`src/hw/rtl/fcp_pkg.sv`:
```
`default_nettype none

package fcp_pkg;

	// queue between front and back, power of two
	localparam int QDEPTH = 4;
	localparam int QPTR_W = $clog2(QDEPTH);

	localparam int CFG_IDX_W  = 3;
	localparam int CFG_DATA_W = 9;

	typedef enum logic [CFG_IDX_W-1:0] {
		REG_PALETTE_MODE = 3'd0,
		REG_SPREAD_SHIFT = 3'd1,
		REG_START_OFFSET = 3'd2,
		REG_CLIP_INDEX   = 3'd3
	} cfg_reg_t;

	localparam logic [2:0] MODE_GREY   = 3'd0;
	localparam logic [2:0] MODE_WAVE   = 3'd1;
	localparam logic [2:0] MODE_BAND   = 3'd2;
	localparam logic [2:0] MODE_BEZIER = 3'd3;
	localparam logic [2:0] MODE_USER   = 3'd4;

	// bezier control points, red / green / blue
	localparam logic [8:0] BEZ_P1_R = 9'd80;
	localparam logic [8:0] BEZ_P2_R = 9'd290;
	localparam logic [8:0] BEZ_P3_R = 9'd220;
	localparam logic [8:0] BEZ_P1_G = 9'd80;
	localparam logic [8:0] BEZ_P2_G = 9'd360;
	localparam logic [8:0] BEZ_P3_G = 9'd80;
	localparam logic [8:0] BEZ_P1_B = 9'd220;
	localparam logic [8:0] BEZ_P2_B = 9'd170;
	localparam logic [8:0] BEZ_P3_B = 9'd80;

	typedef struct packed {
		logic        wr;
		logic [7:0]  addr;
		logic [23:0] wdata;
		logic        clip;
		logic        dim;
		logic [11:0] p_red;
		logic [11:0] p_green;
		logic [11:0] p_blue;
		logic [8:0]  t;
		logic        mono;
	} q_entry_t;

endpackage

`default_nettype wire

```
`src/hw/rtl/fcp_queue.sv`:
```
`default_nettype none

module fcp_queue (
	input  logic              clk,
	input  logic              arst_n,
	input  logic              push,
	input  fcp_pkg::q_entry_t push_data,
	output logic              full,
	input  logic              pop,
	output fcp_pkg::q_entry_t pop_data,
	output logic              empty
);
	import fcp_pkg::*;

	q_entry_t          slot_q [QDEPTH];
	logic [QPTR_W-1:0] wr_ptr_q;
	logic [QPTR_W-1:0] rd_ptr_q;
	logic [QPTR_W:0]   count_q;

	assign full     = (count_q == (QPTR_W+1)'(QDEPTH));
	assign empty    = (count_q == '0);
	assign pop_data = slot_q[rd_ptr_q];

	always_ff @(posedge clk) begin
		if (push) begin
			slot_q[wr_ptr_q] <= push_data;
		end
	end

	always_ff @(posedge clk or negedge arst_n) begin
		if (!arst_n) begin
			wr_ptr_q <= '0;
			rd_ptr_q <= '0;
			count_q  <= '0;
		end else begin
			if (push) begin
				wr_ptr_q <= wr_ptr_q + 1'b1;
			end
			if (pop) begin
				rd_ptr_q <= rd_ptr_q + 1'b1;
			end
			unique case ({push, pop})
				2'b10:   count_q <= count_q + 1'b1;
				2'b01:   count_q <= count_q - 1'b1;
				default: count_q <= count_q;
			endcase
		end
	end

	a_no_push_full: assert property (@(posedge clk) disable iff (!arst_n)
		push |-> !full) else $error("queue pushed while full");

	a_no_pop_empty: assert property (@(posedge clk) disable iff (!arst_n)
		pop |-> !empty) else $error("queue popped while empty");

	a_count_up: assert property (@(posedge clk) disable iff (!arst_n)
		(push && !pop) |=> (count_q == $past(count_q) + 1'b1))
		else $error("queue count did not follow a push");

endmodule

`default_nettype wire

```
`config.mk`:
```
export PLATFORM = sky130hd
export DESIGN_NAME = fcp_queue
export DESIGN_NICKNAME = d
export VERILOG_FILES = /design/src/hw/rtl/fcp_pkg.sv /design/src/hw/rtl/fcp_queue.sv
export SDC_FILE = /design/constraint.sdc
export NUM_CORES = 1
export LEC_CHECK = 0
export ABC_AREA = 1
export BUFFER_PORTS_ARGS = -buffer_cell sky130_fd_sc_hd__buf_4
export CORE_MARGIN = 2
export CORE_UTILIZATION = 24
export CTS_CLUSTER_SIZE = 25
export DETAILED_ROUTE_END_ITERATION = 12
export HOLD_SLACK_MARGIN = 0.1
export PLACE_DENSITY_LB_ADDON = 0.12
export SLEW_MARGIN = 25
export SYNTH_ARGS = -nofsm -noshare
export SYNTH_HDL_FRONTEND = slang
export SYNTH_SLANG_ARGS = --single-unit
```
`constraint.sdc`:
```
create_clock -name clk -period 3.76 [get_ports clk]
set_input_delay 0.564 -clock clk [delete_from_list [all_inputs] [get_ports clk]]
set_output_delay 0.564 -clock clk [all_outputs]
set_load 0.03 [all_outputs]
```
======== Yosys cells after proc, flatten, opt, wreduce, memory -nomap -nowiden ========
Memories as Yosys holds them, arrays and structs flattened.
Cells that the tools add are included.
Widths: inputs -> output; s select.
operators by class
  $add $sub $neg .......................... 4
  multipliers ............................. 0
  divide/modulo/power cells ............... 0
  order comparisons ....................... 0
  equal/unequal tests ..................... 3
  shifts and indexed selects .............. 0
  multiplexer cells ....................... 3
  bitwise operators ....................... 0
  reduce and logical (&&, ||, !) cells .... 2
operators with widths
  kind                 count
  $pmux 3 s2           1
  $add 2x1->2 const B  2
  $add 3x1->3 const B  1
  $eq 3x3->1 const B   1
  $logic_not 3->1      1
  $sub 3x1->3 const B  1
  $eq 2x1->1 const B   1
  $eq 2x2->1 const B   1
  $mux 1               2
  $reduce_bool 2->1    1
storage, ports and cells
  register bits ........................... 7
  bits in latches ......................... 0
  memory bits (writable) .................. 324
  memory bits (read-only) ................. 0
  input bits .............................. 85
  output and inout bits ................... 83
  word-level logic and storage cells ...... 16
  memories ................................ 1
memory list
  memory  words  width  read ports  clocked after memory_dff  write ports  RTL line         RTL
  slot_q  4      81     1           0                         1            fcp_queue.sv:15  q_entry_t slot_q [QDEPTH];

======== Longest topological paths before layout ========
  word-level depth ........................ 2
  mapped depth ............................ 10
  mapped depth without buffers ............ 9

======== Worst setup path after synthesis ========
No wires, ideal clock.
  kind .................................... in2reg
  start ................................... in push
  end ..................................... mem slot_q[3][0] (netlist bit) (enable)
  library setup time ...................... 435 ps
  arrival ................................. 2449 ps
  required time ........................... 3325 ps
  setup slack ............................. 876 ps
  stages .................................. 3
  path buffers ............................ 1
  path through ............................ clkbuf_1 > nand2_1 > inv_1
on the way
  longest elaborated chain between the ends .. 2
ends and longest elaborated chain
  element                       RTL line         RTL
  from (decl)                   fcp_queue.sv:6   input logic push,
  $mux 1                        fcp_queue.sv:25  if (push) begin
  $mux 1 (implied by the code)  fcp_queue.sv:26  slot_q[wr_ptr_q] <= push_data;
  to (decl)                     fcp_queue.sv:15
Every way passes these cells.

==> results.sh <==
export IMPL_status="complete, no violations"
export IMPL_wl_met2_um=16600
export IMPL_min_period_ns=2.93
export IMPL_cts_resized=0
export IMPL_crit_path_start_kind="register"
export IMPL_highest_layer="met5"
export IMPL_p_int_w=0.00916
export IMPL_layout_common_cells="324 x edfxtp_1, 179 x buf_4, 173 x nand2_1, 171 x inv_1, 158 x o211ai_2"
export IMPL_drc_errors=0
export IMPL_grt_pass1_vias=8300
export IMPL_synth_edff_count=324
export IMPL_routed_via_density=3.91
export IMPL_r2r_slack_ns=1.80
export IMPL_syn_to_final_growth_pct=21.5
export IMPL_wl_per_cell_um=16.8
export IMPL_crit_cells=5
export IMPL_wl_met3_um=1400
export IMPL_crit_required_ns=3.20
export IMPL_crit_arrival_ns=2.37
export IMPL_slew_violations=0
export IMPL_grt_usage=0.107
export IMPL_r2r_cells=5
export IMPL_fin_skew_ns=0.0103
export IMPL_dieArea_um2=62400
export IMPL_n_antenna_cell=0
export IMPL_vias=7750
export IMPL_place_hpwl_um=19000
export IMPL_multiInputGateArea_um2=3320
export IMPL_final_common_cell="edfxtp_1"
export IMPL_cts_num_sinks=331
export IMPL_path_cells="buf_12 > nand2_1 > o211ai_2 > nand2_1 > buf_4"
export IMPL_die_height_um=250
export IMPL_ys_async_sr_fraction=0.0211
export IMPL_worstHoldPathType="in2reg"
export IMPL_critPathMaxFanout=88
export IMPL_n_fill_cell=6091
export IMPL_synth_top_area_cell="edfxtp_1"
export IMPL_crit_type="reg2out"
export IMPL_synth_ff_type="edfxtp_1"
export IMPL_crit_path_top_delay_cell="dfrtp_4"
export IMPL_critical_path_buf_inv_count=2
export IMPL_switching_power_w=0.00617
export IMPL_io_pins=168
export IMPL_whs_path_depth=1
export IMPL_root_buffer="clkbuf_16"
export IMPL_synth_top_cell_area_share=0.671
export IMPL_crit_path_end_kind="primary output"
export IMPL_worst_skew_pair_late_latency_ns=0.55
export IMPL_portBuffers=167
export IMPL_power_density_nw_per_um2=870
export IMPL_nets=1262
export IMPL_ys_seq_area_frac=0.683
export IMPL_p_clk_frac=0.240
export IMPL_power_frac_seq=0.334
export IMPL_ctsHtreeMaxLevel=2
export IMPL_ys_ff_latch=331
export IMPL_finalCritPeriodShare=0.781
export IMPL_fin_area_um2=17600
export IMPL_antenna_found_initial=1
export IMPL_place_area_um2=16400
export IMPL_swShare=0.403
export IMPL_clockBufferDepth=3
export IMPL_crit_path_max_incr_delay_ns=0.77
export IMPL_ys_top_cells_by_area="edfxtp_1 67%, o211ai_2 14%, inv_1 4.5%"
export IMPL_postRouteWirelength_um=33400
export IMPL_rows=90
export IMPL_cts_tree="done"
export IMPL_crit_family="flip-flops"
export IMPL_wl_met1_um=14600
export IMPL_ys_warn_count=0
export IMPL_setup_violations=0
export IMPL_ant_nets=0
export IMPL_drt_iter0_drc=277
export IMPL_ir_drop_uv=470
export IMPL_place_congestion=0.667
export IMPL_combPwrFrac=0.426
export IMPL_p_leak_nw=6.92
export IMPL_worst_hold_slack_ns=0.217
export IMPL_ys_types=22
export IMPL_cap_violations=0
export IMPL_die_x_um=250
export IMPL_synthCells=993
export IMPL_avgSynthCellArea_um2=14.6
export IMPL_max_freq_ghz=0.341
export IMPL_hold_viol_final=0
export IMPL_placeableCoreArea_um2=60000
export IMPL_final_layout_size_suffix_gt1_frac=0.405
export IMPL_rsz0062_at_grt="false"
export IMPL_synth_fp_nets=1084
export IMPL_grt_pass1_wl_um=50800
export IMPL_start_util=0.242
export IMPL_cts_buffers=42
export IMPL_clk_pin_slew_worst_paths_ns=0.05
export IMPL_drtPass1Iterations=4
export IMPL_tightest_slew_ns=0.699
export IMPL_crit_top_cell="nand2_1"
export IMPL_seqCellArea_um2=9910
export IMPL_final_setup_tns_ns=0
export IMPL_grt_max_degree=89
export IMPL_slew_headroom=0.534
export IMPL_syn_area_um2=14500
export IMPL_grt_ovfl_total=0
per-layer routing:
metal	GRT usage	up-vias
li1	-	3818
met1	0.131	3743
met2	0.185	130
met3	0.0237	57
met4	0.0361	2
met5	0	-
kinds of logic after synthesis:
group | share of synthesized area
AOI/OAI and AO/OA | 0.139
xor gates and xnor gates | 0.00293
adders and majority gates | 0.00569
buffers and inverters | 0.0886
and+or+nand+nor | 0.0811
DFF | 0.683
worst paths after layout:
| kind | startpoint | endpoint |
|---|---|---|
| worst max register to register | wr_ptr_q[1] | slot_q[1][34] |
| worst min-delay path | push_data[16] | slot_q[1][16] |
| worst min register to register | count_q[2] | count_q[2] |
| min in group asynchronous | arst_n | wr_ptr_q[0] |
| max in group asynchronous | arst_n | rd_ptr_q[1] |
| worst max-delay path | rd_ptr_q[0] | pop_data[19] |
synthesized netlist by cell type (4+ instances only):
master / count
edfxtp_1: 324
inv_1: 175
nand2_1: 173
o211ai_2: 158
nand2_2: 81
buf_2: 25
buf_12: 22
dfrtp_1: 7
ha_1: 5
buf_4: 4
o211ai_1: 4
stage by stage:
stage,util,setup WS [ns],instances,power (W)
floorplan,-,0.876,993,0.0101
global placement,0.273,1.33,1908,0.0120
detailed placement,0.273,1.30,1908,0.0120
CTS,0.294,0.690,1981,0.0158
global route,0.294,0.633,1981,0.0163
finish,0.294,0.825,1981,0.0153
repair_timing:
action / 4_1_cts / 5_1_grt
buffers inserted: 0 / 0
hold endpoints to repair: 7 / 0
hold buffers: 1 / 0
power by group through the flow:
stage          Clock (W)  Sequential (W)  Combinational [W]
3_3_place_gp           0         0.00520            0.00675
2_1_floorplan          0         0.00511            0.00496
5_1_grt          0.00397         0.00519            0.00712
3_5_place_dp           0         0.00522            0.00677
4_1_cts          0.00386         0.00514            0.00678
6_report         0.00367         0.00512            0.00654
flip-flops by register name (all words and copies together) (netlist names):
register  flops
count_q       3
rd_ptr_q      2
slot_q      324
wr_ptr_q      2
final cells by class:
cell class,count,share of cell area
Sequential cell,331,0.562
Multi-Input combinational cell,432,0.188
Timing Repair Buffer,188,0.0859
Clock buffer,59,0.0645
Tap cell,782,0.0555
Inverter,176,0.0385
Clock inverter,13,0.00504
(Power assumes the default switching activity.)
