## config.mk

```make
export PLATFORM = sky130hd
export DESIGN_NAME = fcp_front_flat
export DESIGN_NICKNAME = d
export VERILOG_FILES = /design/src/hw/rtl/fcp_pkg.sv /design/src/hw/rtl/fcp_if.sv /design/src/hw/rtl/fcp_front.sv /design/src/flat_wrapper.sv
export SDC_FILE = /design/constraint.sdc
export NUM_CORES = 1
export LEC_CHECK = 0
export BUFFER_PORTS_ARGS = -buffer_cell sky130_fd_sc_hd__buf_2
export CAP_MARGIN = 20
export CORE_MARGIN = 4
export CORE_UTILIZATION = 39
export CTS_BUF_LIST = sky130_fd_sc_hd__clkbuf_8
export DETAILED_ROUTE_END_ITERATION = 8
export GPL_ROUTABILITY_DRIVEN = 0
export PLACE_DENSITY_LB_ADDON = 0.25
export SYNTH_ARGS = -nofsm -noshare
export SYNTH_HDL_FRONTEND = slang
export SYNTH_SLANG_ARGS = --single-unit
```

## constraint.sdc

```tcl
create_clock -name clk -period 4.5 [get_ports clk]
set_input_delay 0.225 -clock clk [delete_from_list [all_inputs] [get_ports clk]]
set_output_delay 0.225 -clock clk [all_outputs]
set_load 0.02 [all_outputs]
```

## src/hw/rtl/fcp_pkg.sv

```systemverilog
`default_nettype none

package fcp_pkg;

	// queue between front and back, power of two
	localparam int QDEPTH = 4;
	localparam int QPTR_W = $clog2(QDEPTH);

	localparam int CFG_IDX_W  = 3;
	localparam int CFG_DATA_W = 9;

	typedef enum logic [CFG_IDX_W-1:0] {
		REG_PALETTE_MODE = 3'd0,
		REG_SPREAD_SHIFT = 3'd1,
		REG_START_OFFSET = 3'd2,
		REG_CLIP_INDEX   = 3'd3
	} cfg_reg_t;

	localparam logic [2:0] MODE_GREY   = 3'd0;
	localparam logic [2:0] MODE_WAVE   = 3'd1;
	localparam logic [2:0] MODE_BAND   = 3'd2;
	localparam logic [2:0] MODE_BEZIER = 3'd3;
	localparam logic [2:0] MODE_USER   = 3'd4;

	// bezier control points, red / green / blue
	localparam logic [8:0] BEZ_P1_R = 9'd80;
	localparam logic [8:0] BEZ_P2_R = 9'd290;
	localparam logic [8:0] BEZ_P3_R = 9'd220;
	localparam logic [8:0] BEZ_P1_G = 9'd80;
	localparam logic [8:0] BEZ_P2_G = 9'd360;
	localparam logic [8:0] BEZ_P3_G = 9'd80;
	localparam logic [8:0] BEZ_P1_B = 9'd220;
	localparam logic [8:0] BEZ_P2_B = 9'd170;
	localparam logic [8:0] BEZ_P3_B = 9'd80;

	typedef struct packed {
		logic        wr;
		logic [7:0]  addr;
		logic [23:0] wdata;
		logic        clip;
		logic        dim;
		logic [11:0] p_red;
		logic [11:0] p_green;
		logic [11:0] p_blue;
		logic [8:0]  t;
		logic        mono;
	} q_entry_t;

endpackage

`default_nettype wire

```

## src/hw/rtl/fcp_if.sv

```systemverilog
`default_nettype none

interface fcp_in_if;
	logic       valid;
	logic       ready;
	logic       operation;
	logic [7:0] pixel_index;
	logic [7:0] user_red;
	logic [7:0] user_green;
	logic [7:0] user_blue;

	modport source (output valid, operation, pixel_index, user_red, user_green, user_blue,
		input ready);
	modport sink (input valid, operation, pixel_index, user_red, user_green, user_blue,
		output ready);
endinterface


interface fcp_cfg_if;
	logic                          valid;
	logic                          ready;
	logic [fcp_pkg::CFG_IDX_W-1:0]  index;
	logic [fcp_pkg::CFG_DATA_W-1:0] data;

	modport source (output valid, index, data, input ready);
	modport sink (input valid, index, data, output ready);
endinterface

`default_nettype wire

```

## src/hw/rtl/fcp_front.sv

```systemverilog
`default_nettype none

module fcp_front (
	input  logic              clk,
	input  logic              arst_n,
	fcp_cfg_if.sink           cfg,
	fcp_in_if.sink            pix_in,
	input  logic              q_full,
	output logic              q_push,
	output fcp_pkg::q_entry_t q_data,
	output logic [2:0]        palette_mode
);
	import fcp_pkg::*;

	logic [2:0]        mode_q;
	logic signed [3:0] shift_q;
	logic [7:0]        offset_q;
	logic signed [8:0] clip_q;

	logic signed [3:0] sc;
	logic [3:0]        nsc;
	logic              neg;
	logic [1:0]        rsh;
	logic [2:0]        lsh;
	logic [7:0]        i;
	logic [14:0]       i_l;
	logic [7:0]        shifted8;
	logic [7:0]        grey;
	logic [17:0]       w_l;
	logic [11:0]       w_r;
	logic [11:0]       ws;
	logic [11:0]       j12;
	logic [7:0]        d;
	logic signed [15:0] jx;
	logic signed [15:0] jw;
	logic signed [15:0] tw;
	logic [8:0]        t;
	logic [7:0]        c;
	logic signed [4:0] sh5;
	logic [7:0]        c_sh;
	logic              mono_base;
	logic              clip_c;
	logic              clip_i;

	assign cfg.ready    = 1'b1;
	assign palette_mode = mode_q;

	always_ff @(posedge clk or negedge arst_n) begin
		if (!arst_n) begin
			mode_q   <= MODE_GREY;
			shift_q  <= 4'sd0;
			offset_q <= 8'd0;
			clip_q   <= -9'sd1;
		end else if (cfg.valid) begin
			unique case (cfg.index)
				REG_PALETTE_MODE: mode_q   <= cfg.data[2:0];
				REG_SPREAD_SHIFT: shift_q  <= cfg.data[3:0];
				REG_START_OFFSET: offset_q <= cfg.data[7:0];
				REG_CLIP_INDEX:   clip_q   <= cfg.data[8:0];
				default: ;
			endcase
		end
	end

	// saturate shift to -2..6
	always_comb begin
		if (shift_q < -4'sd2) begin
			sc = -4'sd2;
		end else if (shift_q > 4'sd6) begin
			sc = 4'sd6;
		end else begin
			sc = shift_q;
		end
	end

	always_comb begin
		nsc = -sc;
		neg = sc[3];
		rsh = nsc[1:0];
		lsh = sc[2:0];
		i   = pix_in.pixel_index;

		// grey level, also the user table address
		i_l      = {7'd0, i} << lsh;
		shifted8 = neg ? (i >> rsh) : i_l[7:0];
		grey     = shifted8 + offset_q;

		// wave phase modulo 4096
		w_l = {6'd0, i, 4'd0} << lsh;
		w_r = {i, 4'd0} >> rsh;
		ws  = neg ? w_r : w_l[11:0];
		j12 = ws + {offset_q, 4'd0};

		// bezier abscissa, right shift floors
		d  = i - offset_q;
		jx = {{8{~d[7]}}, ~d[7], d[6:0]};
		jw = neg ? (jx >>> rsh) : (jx <<< lsh);
		tw = jw + 16'sd128;
		if (tw < 16'sd0) begin
			t = 9'd0;
		end else if (tw > 16'sd256) begin
			t = 9'd256;
		end else begin
			t = tw[8:0];
		end

		// mono bit works on the rotated index
		c    = i + offset_q;
		sh5  = 5'sd7 - {sc[3], sc};
		c_sh = c >> sh5[3:0];
		unique case (mode_q)
			MODE_GREY, MODE_WAVE: mono_base = c_sh[0];
			MODE_BAND:            mono_base = c[0] ^ c_sh[0];
			MODE_BEZIER:          mono_base = c[7];
			default:              mono_base = 1'b0;
		endcase
		clip_c = !clip_q[8] && (clip_q[7:0] == c);
		clip_i = !clip_q[8] && (clip_q[7:0] == i);
	end

	always_comb begin
		q_data.wr      = pix_in.operation;
		q_data.addr    = pix_in.operation ? i : grey;
		q_data.wdata   = {pix_in.user_red, pix_in.user_green, pix_in.user_blue};
		q_data.clip    = clip_i;
		q_data.dim     = (mode_q == MODE_BAND) && !i[0];
		q_data.p_red   = j12 + 12'd2731;
		q_data.p_green = j12 + 12'd1365;
		q_data.p_blue  = j12;
		q_data.t       = t;
		q_data.mono    = (mode_q <= MODE_BEZIER) ? (mono_base ^ clip_c) : 1'b0;
	end

	assign pix_in.ready = !q_full;
	assign q_push       = pix_in.valid && !q_full;

endmodule

`default_nettype wire

```

## src/flat_wrapper.sv

```systemverilog
// flat-port wrapper written by rule: the top's interface ports become plain ports
module fcp_front_flat import fcp_pkg::*;
  (clk, arst_n, q_full, q_push, q_data, palette_mode, cfg_valid, cfg_index, cfg_data, cfg_ready, pix_in_valid, pix_in_operation, pix_in_pixel_index, pix_in_user_red, pix_in_user_green, pix_in_user_blue, pix_in_ready);
  fcp_cfg_if cfg_i ();
  fcp_in_if pix_in_i ();
  input  logic clk;
  input  logic arst_n;
  input  logic q_full;
  output logic q_push;
  output fcp_pkg::q_entry_t q_data;
  output logic [2:0] palette_mode;
  input wire logic [$bits(cfg_i.valid)-1:0] cfg_valid;
  input wire logic [$bits(cfg_i.index)-1:0] cfg_index;
  input wire logic [$bits(cfg_i.data)-1:0] cfg_data;
  output wire logic [$bits(cfg_i.ready)-1:0] cfg_ready;
  input wire logic [$bits(pix_in_i.valid)-1:0] pix_in_valid;
  input wire logic [$bits(pix_in_i.operation)-1:0] pix_in_operation;
  input wire logic [$bits(pix_in_i.pixel_index)-1:0] pix_in_pixel_index;
  input wire logic [$bits(pix_in_i.user_red)-1:0] pix_in_user_red;
  input wire logic [$bits(pix_in_i.user_green)-1:0] pix_in_user_green;
  input wire logic [$bits(pix_in_i.user_blue)-1:0] pix_in_user_blue;
  output wire logic [$bits(pix_in_i.ready)-1:0] pix_in_ready;
  assign cfg_i.valid = cfg_valid;
  assign cfg_i.index = cfg_index;
  assign cfg_i.data = cfg_data;
  assign cfg_ready = cfg_i.ready;
  assign pix_in_i.valid = pix_in_valid;
  assign pix_in_i.operation = pix_in_operation;
  assign pix_in_i.pixel_index = pix_in_pixel_index;
  assign pix_in_i.user_red = pix_in_user_red;
  assign pix_in_i.user_green = pix_in_user_green;
  assign pix_in_i.user_blue = pix_in_user_blue;
  assign pix_in_ready = pix_in_i.ready;
  fcp_front u_core (.clk(clk), .arst_n(arst_n), .cfg(cfg_i), .pix_in(pix_in_i), .q_full(q_full), .q_push(q_push), .q_data(q_data), .palette_mode(palette_mode));
endmodule
```

======== Word-level counts from Yosys, hierarchy flattened ========
Cells that the tools add are included.
cells by class
  shift operators ......................... 7
  eq/ne operators ......................... 8
  bitwise logic cells ..................... 3
  reduce and logical (&&, ||, !) cells .... 14
  multiplexer cells ....................... 10
  $add $sub $neg .......................... 9
  $lt $le $gt $ge ......................... 5
operators by type and width
  kind                      number
  $mux W9                   2
  $add A16 B9 Y16 const B   1
  $add A8 B8 Y8             2
  $eq A8 B8 Y1              2
  $gt A16 B10 Y1 const B    1
  $lt A16 B1 Y1 const B     1
  $mux W16                  1
  $mux W8                   2
  $sshl A8 B3 Y16           1
  $sshr A8 B2 Y16           1
  $add A12 B11 Y12 const B  1
  $add A12 B12 Y12          1
  $add A12 B12 Y12 const B  1
  $eq A3 B2 Y1 const B      4
  $mux W12                  1
  $shl A12 B3 Y12           1
  $shr A12 B2 Y12           1
  $mux W4                   2
  $reduce_and A2 Y1         4
  $shl A8 B3 Y8             1
  $shr A8 B2 Y8             1
  $shr A8 B4 Y1             1
  $sub A8 B8 Y8             1
  $eq A3 B1 Y1 const B      2
  other kinds (13)          20
storage, ports and cells
  logic and storage cells ................. 60
  bits in registers ....................... 24

======== Longest topological paths before layout ========
  depth in word-level cells ............... 10
  mapped depth ............................ 21

======== Worst setup path before layout ========
No wires, ideal clock.
  kind .................................... input to output
  from .................................... input port pix_in_pixel_index[0]
  to ...................................... output port q_data[2] (netlist bit)
  data arrival time ....................... 3.977 ns
  data required time ...................... 4.275 ns
  slack ................................... 0.298 ns
  buffers on the path ..................... 1
  stages on the path ...................... 16
  cell sequence ........................... clkbuf_1 inv_1 ha_1 inv_1 fa_1 o21bai_1 o31ai_1 nand3_2 o21a_1 o221a_2 and2_1 ha_1 a2111o_1 mux2i_1 o21ai_4 nor4b_1
RTL lines
  what         line                RTL
  from (decl)  flat_wrapper.sv:18  input wire logic [$bits(pix_in_i.pixel_index)-1:0] pix_in_pixel_index;
  to (decl)    flat_wrapper.sv:10  output fcp_pkg::q_entry_t q_data;

==> metrics <==
fin worst setup slack=194 ps; GR Util All Layers=20.3%; number of port buffers=81; chip width=113 um; largest net degree at the start of global routing=25; period utilization=95.7%; Core Rows=38; Remaining DRCs=0; DR pass1 iterations=5; Worst Hold End=u_core.offset_q[4]$_DFFE_PN0P_; Ports=137; nature of the critical path startpoint=flip-flop; Least-Margin Pin Slew=991 ps; clock skew=0 ps; slowest CP cell=dfrtp_1; Lkg Pwr=2.15 nW; synthesis-stage register bit count=24; Mapped Area=0.00434 sq mm; pre-CTS setup slack=177 ps; Area Growth Syn to Fin=12.8%; vias post-DR=4474; asr flop ratio synth=100%; Hold WC Path Type=primary input to flip-flop; Avg Cell Area, Syn=7.64 sq um; Netlist cell types=80; met2 Use GR=31.1%; TNS Setup=0 ps; Max-Cap Viols=0; Sink Count=24; Placed Area=0.00474 sq mm; Vias/cell=5.88; R2R Path End=u_core.shift_q[1]$_DFFE_PN0P_; Skew-Pair Late Insertion Delay=270 ps; initial antenna violation count=0; Post-synth EDFFs=0; Routed WL=13800 um; hold-critical path depth=3; Max Slew Vio Count=0; Worst-path clk slew=90 ps; Num CTS Buffers=3; Initial Utilization=39.9%; GRT overflow=0; yosys warns=0; hpwl dp=11000 um; global-route wire length before repair=21600 um; Core Area=0.0109 sq mm; CP delay by family, top=compound AO/OA/AOI/OAI gates; die extent in y=113 um; f_max=232 MHz; Fin. Hold Viols=0; Cell Pwr Density=720 mW/mm^2; H-tree depth=1; Top FF cell, synth=dfrtp_1; Slew headroom=33.0%; worst reg2reg path startpoint=u_core.shift_q[1]$_DFFE_PN0P_; grt met1 use=29.8%; crit end category=output port; total power=0.00352 W; Max FO, Critical Path=7; cells after synthesis=568; met3 usage=3.18%; peak supply drop=0.000805 V; outcome=completed; WL per Instance=18.1 um; layer with the highest usage=met2; WP data required=4280 ps; final core utilization=45.0%; setup violators final=0; Iter 0 DRT Violations=370; vias in the first global route=4152; final antenna-violating net count=0; CP peak stage delay=460 ps; Worst Min Path Start=cfg_data[4]; Tmin final=4310 ps; Design Area, Final=0.00489 sq mm; cells along the critical path=inv_1 > ha_2 > buf_4 > a211oi_2 > nor2_1 > o31a_1 > nand2b_1 > a221oi_4 > ha_2 > and4b_1 > o31ai_1 > mux2i_2 > or2_4 > a2bb2oi_1 > buf_2; CTS tree=done; sequential fraction of the synthesis area=14.1%; # nets final=703; Worst EP arrival=4080 ps; share of layout cells above drive strength 1=28.7%; die footprint=0.0129 sq mm; Diodes inserted=0; CTS Buffer Depth=2; r2r setup slk=3200 ps; most frequent CP cell=ha_2; clock root buffer=clkbuf_8; Crit Path Class=flip-flop to output port; reg2reg path depth=3; CP Buf/Inv Count=3
[where the power goes]
| group | switching [W] | internal, W | total [W] | leakage [nW] |
|---|---|---|---|---|
| clock | 0.0000727 | 0.000119 | 0.000192 | 0.0357 |
| sequential | 0.0000685 | 0.000276 | 0.000345 | 0.275 |
| combinational | 0.00185 | 0.00114 | 0.00299 | 1.84 |
| total | 0.00199 | 0.00154 | 0.00352 | 2.15 |
[metal layers]
metal,wire (um),part of all wire [%]
met2,6060,44
met1,6270,45
met4,242,1.8
met5,0,0
met3,1240,9.0
[area by class of cell]
class,count,area [sq um]
sequential,24,613
clock inverter,1,30.0
clock buffer,3,41.3
inverter,28,105
multi-input combinational,461,3350
tap,140,175
fill,1115,5990
timing repair buffer,104,581
[per-stage QoR]
step | instances | hold slack (ps)
2_1_floorplan | 574 | -70.6
3_3_place_gp | 756 | 238
3_5_place_dp | 756 | 244
4_1_cts | 761 | 173
5_1_grt | 761 | 181
6_report | 761 | 173
[logic make-up (layout without fill, tap and decap cells)]
kind of cell	Yosys count	in the layout	synth area share, %
compound gates	152	152	24.0
xor+xnor	48	48	11.0
fa+ha+maj	31	31	9.46
buf+inv	89	136	11.1
flops	24	24	14.1
mux	28	28	7.04
other cells	2	8	0.173
simple gates	194	194	23.2
[synthesized netlist by cell type, types with 11 or more instances]
cell type | instances | area share, %
xnor2_1 | 31 | 6.3
nor3_1 | 11 | 1.3
xor2_1 | 13 | 2.6
buf_4 | 34 | 5.9
o21ai_0 | 39 | 4.5
inv_1 | 27 | 2.3
a21oi_1 | 32 | 3.7
mux2_2 | 20 | 5.2
nor2_1 | 42 | 3.6
dfrtp_1 | 15 | 8.7
clkbuf_1 | 19 | 1.6
nand3_1 | 12 | 1.4
nor2b_1 | 11 | 1.6
nand2_1 | 56 | 4.8
ha_1 | 28 | 8.1
[worst max path at each step]
stage                      endpoint                            from  cells past startpoint
after floorplan           q_data[2]           pix_in_pixel_index[0]                     16
after global placement    q_data[9]  u_core.offset_q[4]$_DFFE_PN0P_                     14
after detailed placement  q_data[9]  u_core.offset_q[4]$_DFFE_PN0P_                     15
after CTS                 q_data[3]  u_core.offset_q[2]$_DFFE_PN0P_                     14
after global routing      q_data[9]  u_core.offset_q[2]$_DFFE_PN0P_                     15
final                     q_data[9]  u_core.offset_q[2]$_DFFE_PN0P_                     15
[registers in the layout, summed over array words and instances (netlist names)]
name and count:
u_core.shift_q 4, u_core.palette_mode 3, u_core.offset_q 8, u_core.clip_q 9
[worst reg2reg max path: stages (launching register included)]
cell and delay [ps]:
dfrtp_1 520, buf_4 230, inv_1 240, o21ai_0 150
[what timing repair did]
item / 4_1_cts / 5_1_grt
gates resized for setup: 3 / 17
endpoints found under the setup margin: 8 / 11
buffers inserted: 0 / 0
hold buffers: 1 / 0
hold endpoints to repair: 15 / 0
[placed cells by master (no fill, tap or decap), types with 9 or more instances in the layout]
master and n:
nor2b_1 11, o21ai_0 39, dfrtp_1 14, inv_1 26, a21oi_1 30, buf_4 22
nand2_1 56, ha_1 24, mux2_2 20, dfstp_2 9, nor3_1 10, a31oi_1 10
nand3_1 12, nor2_1 40, xor2_1 11, buf_2 81, xnor2_1 30
Power figures use the tool's default switching activity.
